`src/rtl/display_command_frame_parser_top_assert.svh`:
```
// Assertion macros used by the display command frame parser core module
`ifndef DISPLAY_COMMAND_FRAME_PARSER_TOP_ASSERT_SVH
`define DISPLAY_COMMAND_FRAME_PARSER_TOP_ASSERT_SVH

// Check that cons holds in the same cycle as ante
`define DCFP_ASSERT_NOW(label, ante, cons, msg) \
    label: assert property (@(posedge clk) disable iff (!rst_n) (ante) |-> (cons)) \
        else $error(msg);

// Check that cons holds in the cycle after ante
`define DCFP_ASSERT_NEXT(label, ante, cons, msg) \
    label: assert property (@(posedge clk) disable iff (!rst_n) (ante) |=> (cons)) \
        else $error(msg);

`endif

```
`src/rtl/dcfp_pkg.sv`:
```
// Shared constants and types for the display command frame parser
package dcfp_pkg;

    // Frame geometry
    localparam int FRAME_MAX = 30;
    localparam int POS_W     = 6;
    localparam int WATCH_N   = 3;
    localparam logic [POS_W-1:0] WATCH_POS [WATCH_N] = '{6'd4, 6'd5, 6'd10};

    // Marker bytes
    localparam logic [7:0] START_BYTE = 8'hEE;
    localparam logic [7:0] END_BYTE   = 8'hFF;
    localparam logic [7:0] MODE_BYTE  = 8'h0F;
    localparam logic [7:0] UP_BYTE    = 8'hC6;
    localparam logic [7:0] DOWN_BYTE  = 8'hC5;

    // Reset values
    localparam logic [7:0] STEP_RESET  = 8'd10;
    localparam logic [9:0] UPPER_RESET = 10'd400;
    localparam logic [9:0] LOWER_RESET = 10'd10;
    localparam logic [9:0] SPEED_RESET = 10'd100;

    typedef enum logic [1:0] {
        REG_SPEED_STEP  = 2'd0,
        REG_SPEED_UPPER = 2'd1,
        REG_SPEED_LOWER = 2'd2
    } reg_index_t;

    typedef enum logic [1:0] {
        CMD_NONE  = 2'd0,
        CMD_RAISE = 2'd1,
        CMD_LOWER = 2'd2
    } cmd_t;

    typedef struct packed {
        logic [7:0] step;
        logic [9:0] upper;
        logic [9:0] lower;
    } cfg_t;

    typedef struct packed {
        logic       valid;
        logic [7:0] data;
    } beat_t;

endpackage

```
`src/rtl/display_command_frame_parser_top.sv`:
```
// A byte is captured in the input register; the parser state and the result register
// then register its update together. Throughput: one byte per cycle; the two registers
// pipeline with the parser update between them, stalling only on out_ready.
// Reset: rst_n clears position, kept bytes and valids; speed resets to 100 and
// the step, upper and lower registers to 10, 400 and 10.
module display_command_frame_parser_top
(
    input  logic        clk,
    input  logic        rst_n,
    input  logic        in_valid,
    output logic        in_ready,
    input  logic [7:0]  rx_byte,
    output logic        out_valid,
    input  logic        out_ready,
    output logic        frame_done,
    output logic [5:0]  end_position,
    output logic [1:0]  command_applied,
    output logic [9:0]  speed_setting,
    input  logic        cfg_we,
    input  logic [1:0]  cfg_index,
    input  logic [9:0]  cfg_data
);

    dcfp_pkg::beat_t beat;
    dcfp_pkg::cfg_t  cfg;
    logic            take;

    dcfp_cfg_regs u_cfg_regs
    (
        .clk       (clk),
        .rst_n     (rst_n),
        .cfg_we    (cfg_we),
        .cfg_index (cfg_index),
        .cfg_data  (cfg_data),
        .cfg       (cfg)
    );

    dcfp_in_stage u_in_stage
    (
        .clk      (clk),
        .rst_n    (rst_n),
        .in_valid (in_valid),
        .in_ready (in_ready),
        .rx_byte  (rx_byte),
        .take     (take),
        .beat     (beat)
    );

    dcfp_core u_core
    (
        .clk             (clk),
        .rst_n           (rst_n),
        .beat            (beat),
        .cfg             (cfg),
        .take            (take),
        .out_valid       (out_valid),
        .out_ready       (out_ready),
        .frame_done      (frame_done),
        .end_position    (end_position),
        .command_applied (command_applied),
        .speed_setting   (speed_setting)
    );

endmodule

```
`src/rtl/dcfp_cfg_regs.sv`:
```
// Speed step and limit registers of the frame parser
module dcfp_cfg_regs
(
    input  logic                clk,
    input  logic                rst_n,
    input  logic                cfg_we,
    input  logic [1:0]          cfg_index,
    input  logic [9:0]          cfg_data,
    output dcfp_pkg::cfg_t      cfg
);

    dcfp_pkg::cfg_t cfg_reg;
    dcfp_pkg::cfg_t cfg_next;

    // Decode the write; unknown indexes drop the write
    always_comb
    begin
        cfg_next = cfg_reg;
        if (cfg_we)
        begin
            case (dcfp_pkg::reg_index_t'(cfg_index))
                dcfp_pkg::REG_SPEED_STEP:  cfg_next.step  = cfg_data[7:0];
                dcfp_pkg::REG_SPEED_UPPER: cfg_next.upper = cfg_data;
                dcfp_pkg::REG_SPEED_LOWER: cfg_next.lower = cfg_data;
                default:                   cfg_next = cfg_reg;
            endcase
        end
    end

    always_ff @(posedge clk or negedge rst_n)
    begin
        if (!rst_n)
        begin
            cfg_reg.step  <= dcfp_pkg::STEP_RESET;
            cfg_reg.upper <= dcfp_pkg::UPPER_RESET;
            cfg_reg.lower <= dcfp_pkg::LOWER_RESET;
        end
        else
        begin
            cfg_reg <= cfg_next;
        end
    end

    assign cfg = cfg_reg;

endmodule

```
`src/rtl/dcfp_in_stage.sv`:
```
// Input register that captures one received byte per beat
module dcfp_in_stage
(
    input  logic                clk,
    input  logic                rst_n,
    input  logic                in_valid,
    output logic                in_ready,
    input  logic [7:0]          rx_byte,
    input  logic                take,
    output dcfp_pkg::beat_t     beat
);

    logic       valid_reg;
    logic       valid_next;
    logic [7:0] data_reg;

    // Accept when empty or when the held beat moves on this cycle
    assign in_ready   = !valid_reg || take;
    assign valid_next = in_ready ? in_valid : valid_reg;

    always_ff @(posedge clk or negedge rst_n)
    begin
        if (!rst_n)
        begin
            valid_reg <= 1'b0;
        end
        else
        begin
            valid_reg <= valid_next;
        end
    end

    // Hold payload until it advances
    always_ff @(posedge clk)
    begin
        if (in_ready && in_valid)
        begin
            data_reg <= rx_byte;
        end
    end

    assign beat.valid = valid_reg;
    assign beat.data  = data_reg;

endmodule

```
`src/rtl/dcfp_core.sv`:
```
// Frame tracking, kept copy, speed update and result register
module dcfp_core
(
    input  logic                clk,
    input  logic                rst_n,
    input  dcfp_pkg::beat_t     beat,
    input  dcfp_pkg::cfg_t      cfg,
    output logic                take,
    output logic                out_valid,
    input  logic                out_ready,
    output logic                frame_done,
    output logic [5:0]          end_position,
    output logic [1:0]          command_applied,
    output logic [9:0]          speed_setting
);

    localparam int PW = dcfp_pkg::POS_W;

    logic [PW-1:0] pos_reg;
    logic [PW-1:0] pos_next;
    logic [7:0]    prev_reg;
    logic [7:0]    prev_next;
    logic [7:0]    cur_reg  [dcfp_pkg::WATCH_N];
    logic [7:0]    cur_next [dcfp_pkg::WATCH_N];
    logic [7:0]    kept_reg [dcfp_pkg::WATCH_N];
    logic [7:0]    kept_next[dcfp_pkg::WATCH_N];
    logic [9:0]    speed_reg;
    logic [9:0]    speed_next;

    logic          active;
    logic          done;
    logic [PW:0]   pos_inc;
    logic [10:0]   raise_sum;
    logic [9:0]    raise_val;
    logic [9:0]    lower_diff;
    logic [9:0]    lower_val;
    dcfp_pkg::cmd_t cmd;

    logic          out_valid_reg;
    logic          done_reg;
    logic [PW-1:0] endp_reg;
    dcfp_pkg::cmd_t cmd_reg;
    logic [9:0]    result_speed_reg;

    // Advance when the result register is free or being drained
    assign take   = !out_valid_reg || out_ready;
    assign active = beat.valid && take
                    && (pos_reg != '0 || beat.data == dcfp_pkg::START_BYTE);
    assign done   = active && pos_reg >= PW'(2)
                    && beat.data == dcfp_pkg::END_BYTE
                    && prev_reg == dcfp_pkg::END_BYTE;
    assign pos_inc = {1'b0, pos_reg} + (PW+1)'(1);

    // Capture watched bytes and copy them on frame end
    always_comb
    begin
        for (int k = 0; k < dcfp_pkg::WATCH_N; k++)
        begin
            cur_next[k]  = (active && pos_reg == dcfp_pkg::WATCH_POS[k])
                           ? beat.data : cur_reg[k];
            kept_next[k] = (done && dcfp_pkg::WATCH_POS[k] < pos_reg)
                           ? cur_reg[k] : kept_reg[k];
        end
    end

    // Step the byte position; restart on frame end or overlong frame
    always_comb
    begin
        pos_next  = pos_reg;
        prev_next = prev_reg;
        if (active)
        begin
            prev_next = beat.data;
            if (done || pos_inc >= (PW+1)'(dcfp_pkg::FRAME_MAX))
            begin
                pos_next = '0;
            end
            else
            begin
                pos_next = pos_inc[PW-1:0];
            end
        end
    end

    // Saturating speed candidates
    assign raise_sum  = {1'b0, speed_reg} + {3'b000, cfg.step};
    assign raise_val  = (raise_sum >= {1'b0, cfg.upper}) ? cfg.upper : raise_sum[9:0];
    assign lower_diff = (speed_reg > {2'b00, cfg.step})
                        ? speed_reg - {2'b00, cfg.step} : 10'd0;
    assign lower_val  = (lower_diff <= cfg.lower) ? cfg.lower : lower_diff;

    // Decode the speed command from the kept copy
    always_comb
    begin
        cmd        = dcfp_pkg::CMD_NONE;
        speed_next = speed_reg;
        if (done && kept_next[2] == dcfp_pkg::MODE_BYTE)
        begin
            if (kept_next[0] == dcfp_pkg::UP_BYTE && kept_next[1] == dcfp_pkg::UP_BYTE)
            begin
                cmd        = dcfp_pkg::CMD_RAISE;
                speed_next = raise_val;
            end
            else if (kept_next[0] == dcfp_pkg::DOWN_BYTE
                     && kept_next[1] == dcfp_pkg::DOWN_BYTE)
            begin
                cmd        = dcfp_pkg::CMD_LOWER;
                speed_next = lower_val;
            end
        end
    end

    // Parser state
    always_ff @(posedge clk or negedge rst_n)
    begin
        if (!rst_n)
        begin
            pos_reg   <= '0;
            prev_reg  <= '0;
            speed_reg <= dcfp_pkg::SPEED_RESET;
            for (int k = 0; k < dcfp_pkg::WATCH_N; k++)
            begin
                cur_reg[k]  <= '0;
                kept_reg[k] <= '0;
            end
        end
        else
        begin
            pos_reg   <= pos_next;
            prev_reg  <= prev_next;
            speed_reg <= speed_next;
            for (int k = 0; k < dcfp_pkg::WATCH_N; k++)
            begin
                cur_reg[k]  <= cur_next[k];
                kept_reg[k] <= kept_next[k];
            end
        end
    end

    // Result beat valid
    always_ff @(posedge clk or negedge rst_n)
    begin
        if (!rst_n)
        begin
            out_valid_reg <= 1'b0;
        end
        else if (take)
        begin
            out_valid_reg <= beat.valid;
        end
    end

    // Result payload
    always_ff @(posedge clk)
    begin
        if (take && beat.valid)
        begin
            done_reg         <= done;
            endp_reg         <= done ? pos_reg : '0;
            cmd_reg          <= cmd;
            result_speed_reg <= speed_next;
        end
    end

    assign out_valid       = out_valid_reg;
    assign frame_done      = done_reg;
    assign end_position    = endp_reg;
    assign command_applied = cmd_reg;
    assign speed_setting   = result_speed_reg;

`include "display_command_frame_parser_top_assert.svh"

    `DCFP_ASSERT_NOW(a_cmd_needs_done, out_valid_reg && cmd_reg != dcfp_pkg::CMD_NONE, done_reg, "command reported without frame end")
    `DCFP_ASSERT_NOW(a_pos_in_range, 1'b1, (PW+1)'(pos_reg) < (PW+1)'(dcfp_pkg::FRAME_MAX), "byte position reached frame limit")
    `DCFP_ASSERT_NOW(a_end_pos_min, out_valid_reg && done_reg, endp_reg >= PW'(2), "frame end before position two")
    `DCFP_ASSERT_NEXT(a_drop_bad_start, beat.valid && take && pos_reg == '0 && beat.data != dcfp_pkg::START_BYTE, pos_reg == '0, "bad start byte advanced position")

endmodule
```
`config.mk`:
```
export PLATFORM = sky130hd
export DESIGN_NAME = display_command_frame_parser_top
export DESIGN_NICKNAME = d
export VERILOG_FILES = /design/src/rtl/dcfp_pkg.sv /design/src/rtl/display_command_frame_parser_top.sv /design/src/rtl/dcfp_cfg_regs.sv /design/src/rtl/dcfp_in_stage.sv /design/src/rtl/dcfp_core.sv
export VERILOG_INCLUDE_DIRS = /design/src /design/src/rtl
export SDC_FILE = /design/constraint.sdc
export NUM_CORES = 1
export LEC_CHECK = 0
export BUFFER_PORTS_ARGS = -buffer_cell sky130_fd_sc_hd__buf_2
export CAP_MARGIN = 0
export CORE_MARGIN = 4
export CORE_UTILIZATION = 66
export CTS_CLUSTER_SIZE = 10
export DETAILED_ROUTE_END_ITERATION = 6
export PLACE_DENSITY_LB_ADDON = 0.2
export SYNTH_ARGS = -nofsm -noshare
export SYNTH_HDL_FRONTEND = slang
export SYNTH_SLANG_ARGS = --single-unit
```
`constraint.sdc`:
```
create_clock -name clk -period 10.86 [get_ports clk]
set_input_delay 1.086 -clock clk [delete_from_list [all_inputs] [get_ports clk]]
set_output_delay 1.086 -clock clk [all_outputs]
set_load 0.03 [all_outputs]
```
After elaboration in Yosys (flattened, before gate mapping) --
Index checks and enable logic that the tools add are counted.
Cells by class: add/subtract/negate cells 3, $mul 0, divide/modulo/power cells 0, $lt $le $gt $ge 8, eq/ne operators 13, shift operators 0, muxes and demuxes 12, bitwise operators 1, reduce and logical (&&, ||, !) cells 27
Operators with widths (number):
- two-way mux 10 bit | 6
- equality test 8 bit, second input constant | 7
- two-way mux 8 bit | 3
- logical AND 1 bit | 15
- equality test 6 x 3 -> 1 bit, second input constant | 2
- less-than comparator 3 x 6 -> 1 bit, first input constant | 2
- adder 10 x 8 -> 11 bit | 1
- greater-or-equal comparator 11 x 10 -> 1 bit | 1
- greater-than comparator 10 x 8 -> 1 bit | 1
- <= comparator 10 bit | 1
- subtractor 10 x 8 -> 10 bit | 1
- equality test 8 x 4 -> 1 bit, second input constant | 1
- adder 6 x 1 -> 7 bit, second input constant | 1
- greater-or-equal comparator 7 x 5 -> 1 bit, second input constant | 1
- equality test 6 x 4 -> 1 bit, second input constant | 1
- greater-or-equal comparator 6 x 2 -> 1 bit, second input constant | 1
- less-than comparator 4 x 6 -> 1 bit, first input constant | 1
- two-way mux 6 bit | 1
- AND reduction 2 bit | 3
- nonzero test 6 bit | 1
- logical OR 1 bit | 4
- equality test 2 x 1 -> 1 bit, second input constant | 1
- equality test 2 bit, second input constant | 1
- logical NOT 1 bit | 2
- other kinds (5) | 5
Storage, ports and cells: bits in registers 129, bits in latches 0, bits in writable memories 0, memory bits (read-only) 0, input bits 25, output and inout bits 21, word-level logic and storage cells 84, memories kept 0

Logic depth before layout (Yosys ltp) --
word-level depth 14, gate-level depth with buffers 19, depth with buffers taken out 18

Hierarchy --
A second synthesis with hierarchy kept.
Second synthesis, totals: cell total of the unflattened synthesis 598, area total of the unflattened synthesis 6965.4 µm²
Modules (own cells, without submodules):
- dcfp_core | instances 1, cells each 524, area each 5590.4 µm², seq. area each 2401.1 µm²
- dcfp_cfg_regs | instances 1, cells each 61, area each 1073.5 µm², seq. area each 709.4 µm²
- dcfp_in_stage | instances 1, cells each 13, area each 301.5 µm², seq. area each 265.3 µm²

Worst setup path before layout --
No wires, ideal clock.
kind flip-flop to flip-flop, start point register u_cfg_regs.cfg_reg (netlist bit u_cfg_regs.cfg[20]), end point register u_core.result_speed_reg[6], in the netlist u_core.speed_setting[6], data pin, arrival 3.967 ns, required time 10.593 ns, path slack 6.626 ns, cell stages (with the launch flop) 17, clock period less this slack 4.234 ns, cell sequence dfrtp_1 ha_1 fa_1 a21oi_1 nor2_1 nor2_1 xor2_1 ha_1 a21o_1 a2111oi_0 o21ai_0 a221oi_1 and2_1 clkbuf_1 mux2_2 nand4_1 nand3_1
Between the ends: cells in the longest elaborated chain, start to end 7, elaborated cells between the ends (all ways) 11
Ends and longest elaborated chain:
- from (decl) | RTL line dcfp_cfg_regs.sv:12 | dcfp_pkg::cfg_t cfg_reg;
- from (signal assigned) | RTL line dcfp_cfg_regs.sv:40 | cfg_reg <= cfg_next;
- subtractor 10 x 8 -> 10 bit or greater-than comparator 10 x 8 -> 1 bit (tied branches) | RTL line dcfp_core.sv:89, dcfp_core.sv:88
- two-way mux 10 bit | RTL line dcfp_core.sv:89 | ? speed_reg - {2'b00, cfg.step} : 10'd0;
- <= comparator 10 bit | RTL line dcfp_core.sv:90 | assign lower_val = (lower_diff <= cfg.lower) ? cfg.lower : lower_diff;
- two-way mux 10 bit | RTL line dcfp_core.sv:90
- two-way mux 10 bit | RTL line dcfp_core.sv:104 | else if (kept_next[0] == dcfp_pkg::DOWN_BYTE
- two-way mux 10 bit * | RTL line dcfp_core.sv:99 | if (kept_next[0] == dcfp_pkg::UP_BYTE && kept_next[1] == dcfp_pkg::UP_BYTE)
- two-way mux 10 bit * | RTL line dcfp_core.sv:97 | if (done && kept_next[2] == dcfp_pkg::MODE_BYTE)
- net u_core.speed_next[6] | RTL line dcfp_core.sv:28 | logic [9:0] speed_next;
- to (signal assigned) | RTL line dcfp_core.sv:161 | result_speed_reg <= speed_next;
- to (decl) | RTL line dcfp_core.sv:43 | logic [9:0] result_speed_reg;
The timed path passes the listed nets; every way through them passes the cells marked *. A chain may end at the register's enable or synchronous reset.

Worst setup path in the final report --
start point register u_core.speed_reg[2], end point register u_core.result_speed_reg[2], in the netlist u_core.speed_setting[2], data pin
Between the ends: cells in the longest elaborated chain, start to end 7, elaborated cells between the ends (all ways) 11
Ends and longest elaborated chain:
- from (decl) | RTL line dcfp_core.sv:27 | logic [9:0] speed_reg;
- from (signal assigned) | RTL line dcfp_core.sv:120 | speed_reg <= dcfp_pkg::SPEED_RESET;
- from (signal assigned) | RTL line dcfp_core.sv:131 | speed_reg <= speed_next;
- subtractor 10 x 8 -> 10 bit or greater-than comparator 10 x 8 -> 1 bit (tied branches) | RTL line dcfp_core.sv:89, dcfp_core.sv:88
- two-way mux 10 bit | RTL line dcfp_core.sv:89
- <= comparator 10 bit | RTL line dcfp_core.sv:90
- two-way mux 10 bit | RTL line dcfp_core.sv:90
- two-way mux 10 bit | RTL line dcfp_core.sv:104
- two-way mux 10 bit | RTL line dcfp_core.sv:99
- two-way mux 10 bit * | RTL line dcfp_core.sv:97
- net u_core.speed_next[2] | RTL line dcfp_core.sv:28
Marked as above.

==> results.toml <==
[worst_setup_path]
cp_data_arrival_time_ns = 5.41
cpMaxStageDelayCell = "o21ai_1"
critPathLaunchType = "flop"
cp-end-kind = "flop"
max_stage_delay_ns = 0.90
worstSetupPathType = "reg -> reg"
worst-path-buf-inv = 0
timing.reg2reg.setup_slack_ns = 5.69
cp_data_required_time_ns = 11.09
path_cells = "ha_1 > nor2b_1 > o21a_1 > o21bai_1 > a21oi_1 > nor3_1 > nor3_1 > ha_1 > a2111oi_0 > nand2_1 > o21ai_1 > o311ai_0 > a21boi_1 > a2bb2oi_2"
crit_fanout = 20
path_delay_family = "compound AO/OA/AOI/OAI gates"

[timing]
timing.slew.headroom_pct = 13.3
finalClockSkew_ns = 0.00958
final.setup.tns_ns = 0
rsz0062_at_grt = "false"
finalHoldViolCount = 0
period_minus_slack_ns = 5.17
setup_viol = 0
tightest_slew_ns = 1.29
slew_violations = 0
clock.fmax_ghz = 0.193
fin_crit_sh_pct = 47.6

[yosys]
synth_ff_type = "dfrtp_1"
yosys.area.top_type = "dfrtp_1"
synth_edf_count = 27
synthDistinctLibCells = 71
syn_inst = 630
synth-seq-cells = 129
yosysWarnings = 0
avgSynthCellArea_um2 = 11.1
synth_fp_nets = 697
synth.top_cell.area_share_pct = 33.0
synth-async-reset-ratio_pct = 79.1
synth-seq-area-share_pct = 48.3
synth_area_leaders = "dfrtp_1 (33%), edfxtp_1 (12%), mux2_2 (11%), ha_1 (7.2%), dfstp_2 (3.8%)"
synth_area_mm2 = 0.00698

[clock_network]
cts_buffer_depth = 2
cts_hold_buf = 0
insertion_delay_ns = 0.54
clkSlewWorstSetupHoldPaths_ns = 0.06
cts_resized = 0
cts_tree = "yes"
cts.sinks = 129
post_cts_buffers = 0
htree_levels = 4
numCtsBuffers = 17
clockRootBuffer = "clkbuf_8"

[routing]
avgRoutedWirePerCell_um = 19.0
first_iter_violations = 297
num_vias = 5090
drc = 0
avgViaCountPerCell = 6.19
totalWireLength_mm = 15.6
drt_first_pass_iters = 5
drt.antenna.violating_nets = 0

[floorplanning]
io_pins = 46
start_util_pct = 67.6
die_w_um = 111
dieArea_mm2 = 0.0123
core_area_mm2 = 0.0103
fp.dieH_um = 111
std_cell_rows = 37

[global_routing]
met1_usage_pct = 31.7
grt_pass1_vias = 5380
grt_max_degree = 85
antenna_found_initial = 0
grt_pass1_wl_mm = 26.6
grtUsageMet3_pct = 6.17
grt_use_total_pct = 27.1
grt_overflow = 0
grt_busiest_layer = "met2"
use_met2_pct = 46.0

[power]
power.density_mw_per_mm2 = 198
p_leak_uw = 0.00375
vdd_ir_drop_max_uv = 156

[layout]
layout.cells.most_common = "dfrtp_1"
fin_area_mm2 = 0.00787
stdcell_count = 822
multi_input_area_mm2 = 0.00329
fillers = 673
register_area_mm2 = 0.00338
largest_register_ff_count = 28
nNetsFinal = 740
syn_to_final_growth_pct = 12.6
layout_common_cells = "dfrtp_1 (92), mux2_2 (70), inv_1 (55), nand2_1 (44), buf_2 (44)"
final_layout_size_suffix_gt1_share_pct = 25.1
diodes = 0

[min_path]
min_path_type = "in -> async"

[job]
max_cap_viol_count = 0

[place]
port_buffers = 45
dp_hpwl_mm = 11.2
dpl_cell_area_mm2 = 0.00730
globalplace.congestion = 0.918
dpl.cell_count = 790

[outcome]
outcome = "finished, final reports clean"
==> area by class of cell <==
class	count	area share, %
Tap cell	136	2.16
Timing Repair Buffer	48	3.18
Inverter	56	2.67
Clock buffer	19	5.63
Sequential cell	129	42.9
Clock inverter	13	1.54
Multi-Input combinational cell	421	41.9
==> worst register-to-register path: cells and delay by family, from the launching register on <==
family	cells	cell delay [ns]
DFF	1	0.56
AOI/OAI and AO/OA	8	2.57
adders and majority gates	2	0.55
and+or+nand+nor	4	1.21
==> power by group <==
part           leakage (uW)  switching (uW)  internal (uW)
clock network      0.000281             222            321
registers           0.00156            59.9            573
logic               0.00191             219            162
total               0.00375             501           1060
==> cell usage after synthesis (all sizes together), types with 6 or more instances <==
master	number
nand4	11
o21a	6
nand3	17
a21oi	21
and3b	6
nor3	16
nand2	44
dfstp	10
dfrtp	92
nor4	7
mux2	71
xnor2	9
ha	40
nor3b	7
and2	8
nor2	22
mux2i	10
edfxtp	27
o21ai	31
clkbuf	17
nand2b	7
buf	7
inv	56
==> kinds of logic after synthesis <==
| kind of cell | after synthesis | share of synthesized area (%) |
|---|---|---|
| compound gates | 116 | 11.2 |
| xor+xnor | 11 | 1.38 |
| fa+ha+maj | 42 | 7.74 |
| buf+inv | 80 | 4.48 |
| flops | 129 | 48.3 |
| mux | 81 | 12.9 |
| simple gates | 171 | 13.9 |
==> per-stage QoR <==
step | utilization, % | power, uW | hold slack, ns | setup slack (ns)
floorplan | - | 902 | 0.443 | 6.63
global route | 76.2 | 1640 | 0.424 | 5.25
detailed placement | 70.7 | 1010 | 0.471 | 5.39
global placement | 70.7 | 990 | 0.463 | 5.63
finish | 76.2 | 1560 | 0.421 | 5.69
CTS | 76.2 | 1560 | 0.412 | 5.73
==> metal layers <==
| metal | vias up | part of all wire [%] |
|---|---|---|
| met5 | - | 0 |
| met4 | 0 | 4.6 |
| met3 | 57 | 4.5 |
| met2 | 176 | 51 |
| met1 | 2488 | 40 |
| li1 | 2369 | - |
==> path summary, 6_finish.rpt <==
check,startpoint,endpoint,depth (start not counted)
min in group clk,u_core.kept_reg[15]$_DFF_PN0_,u_core.kept_reg[15]$_DFF_PN0_,2
max reg2reg,u_core.speed_reg[2]$_DFF_PN1_,u_core.speed_setting[2]$_DFFE_PP_,14
min,rst_n,u_cfg_regs.cfg[11]$_DFFE_PN0P_,1
min reg2reg,u_core.kept_reg[15]$_DFF_PN0_,u_core.kept_reg[15]$_DFF_PN0_,2
max in group asynchronous,rst_n,u_core.pos_reg[4]$_DFFE_PN0P_,2
max,u_core.speed_reg[2]$_DFF_PN1_,u_core.speed_setting[2]$_DFFE_PP_,14
No activity file was read; power rests on OpenSTA's default activity.
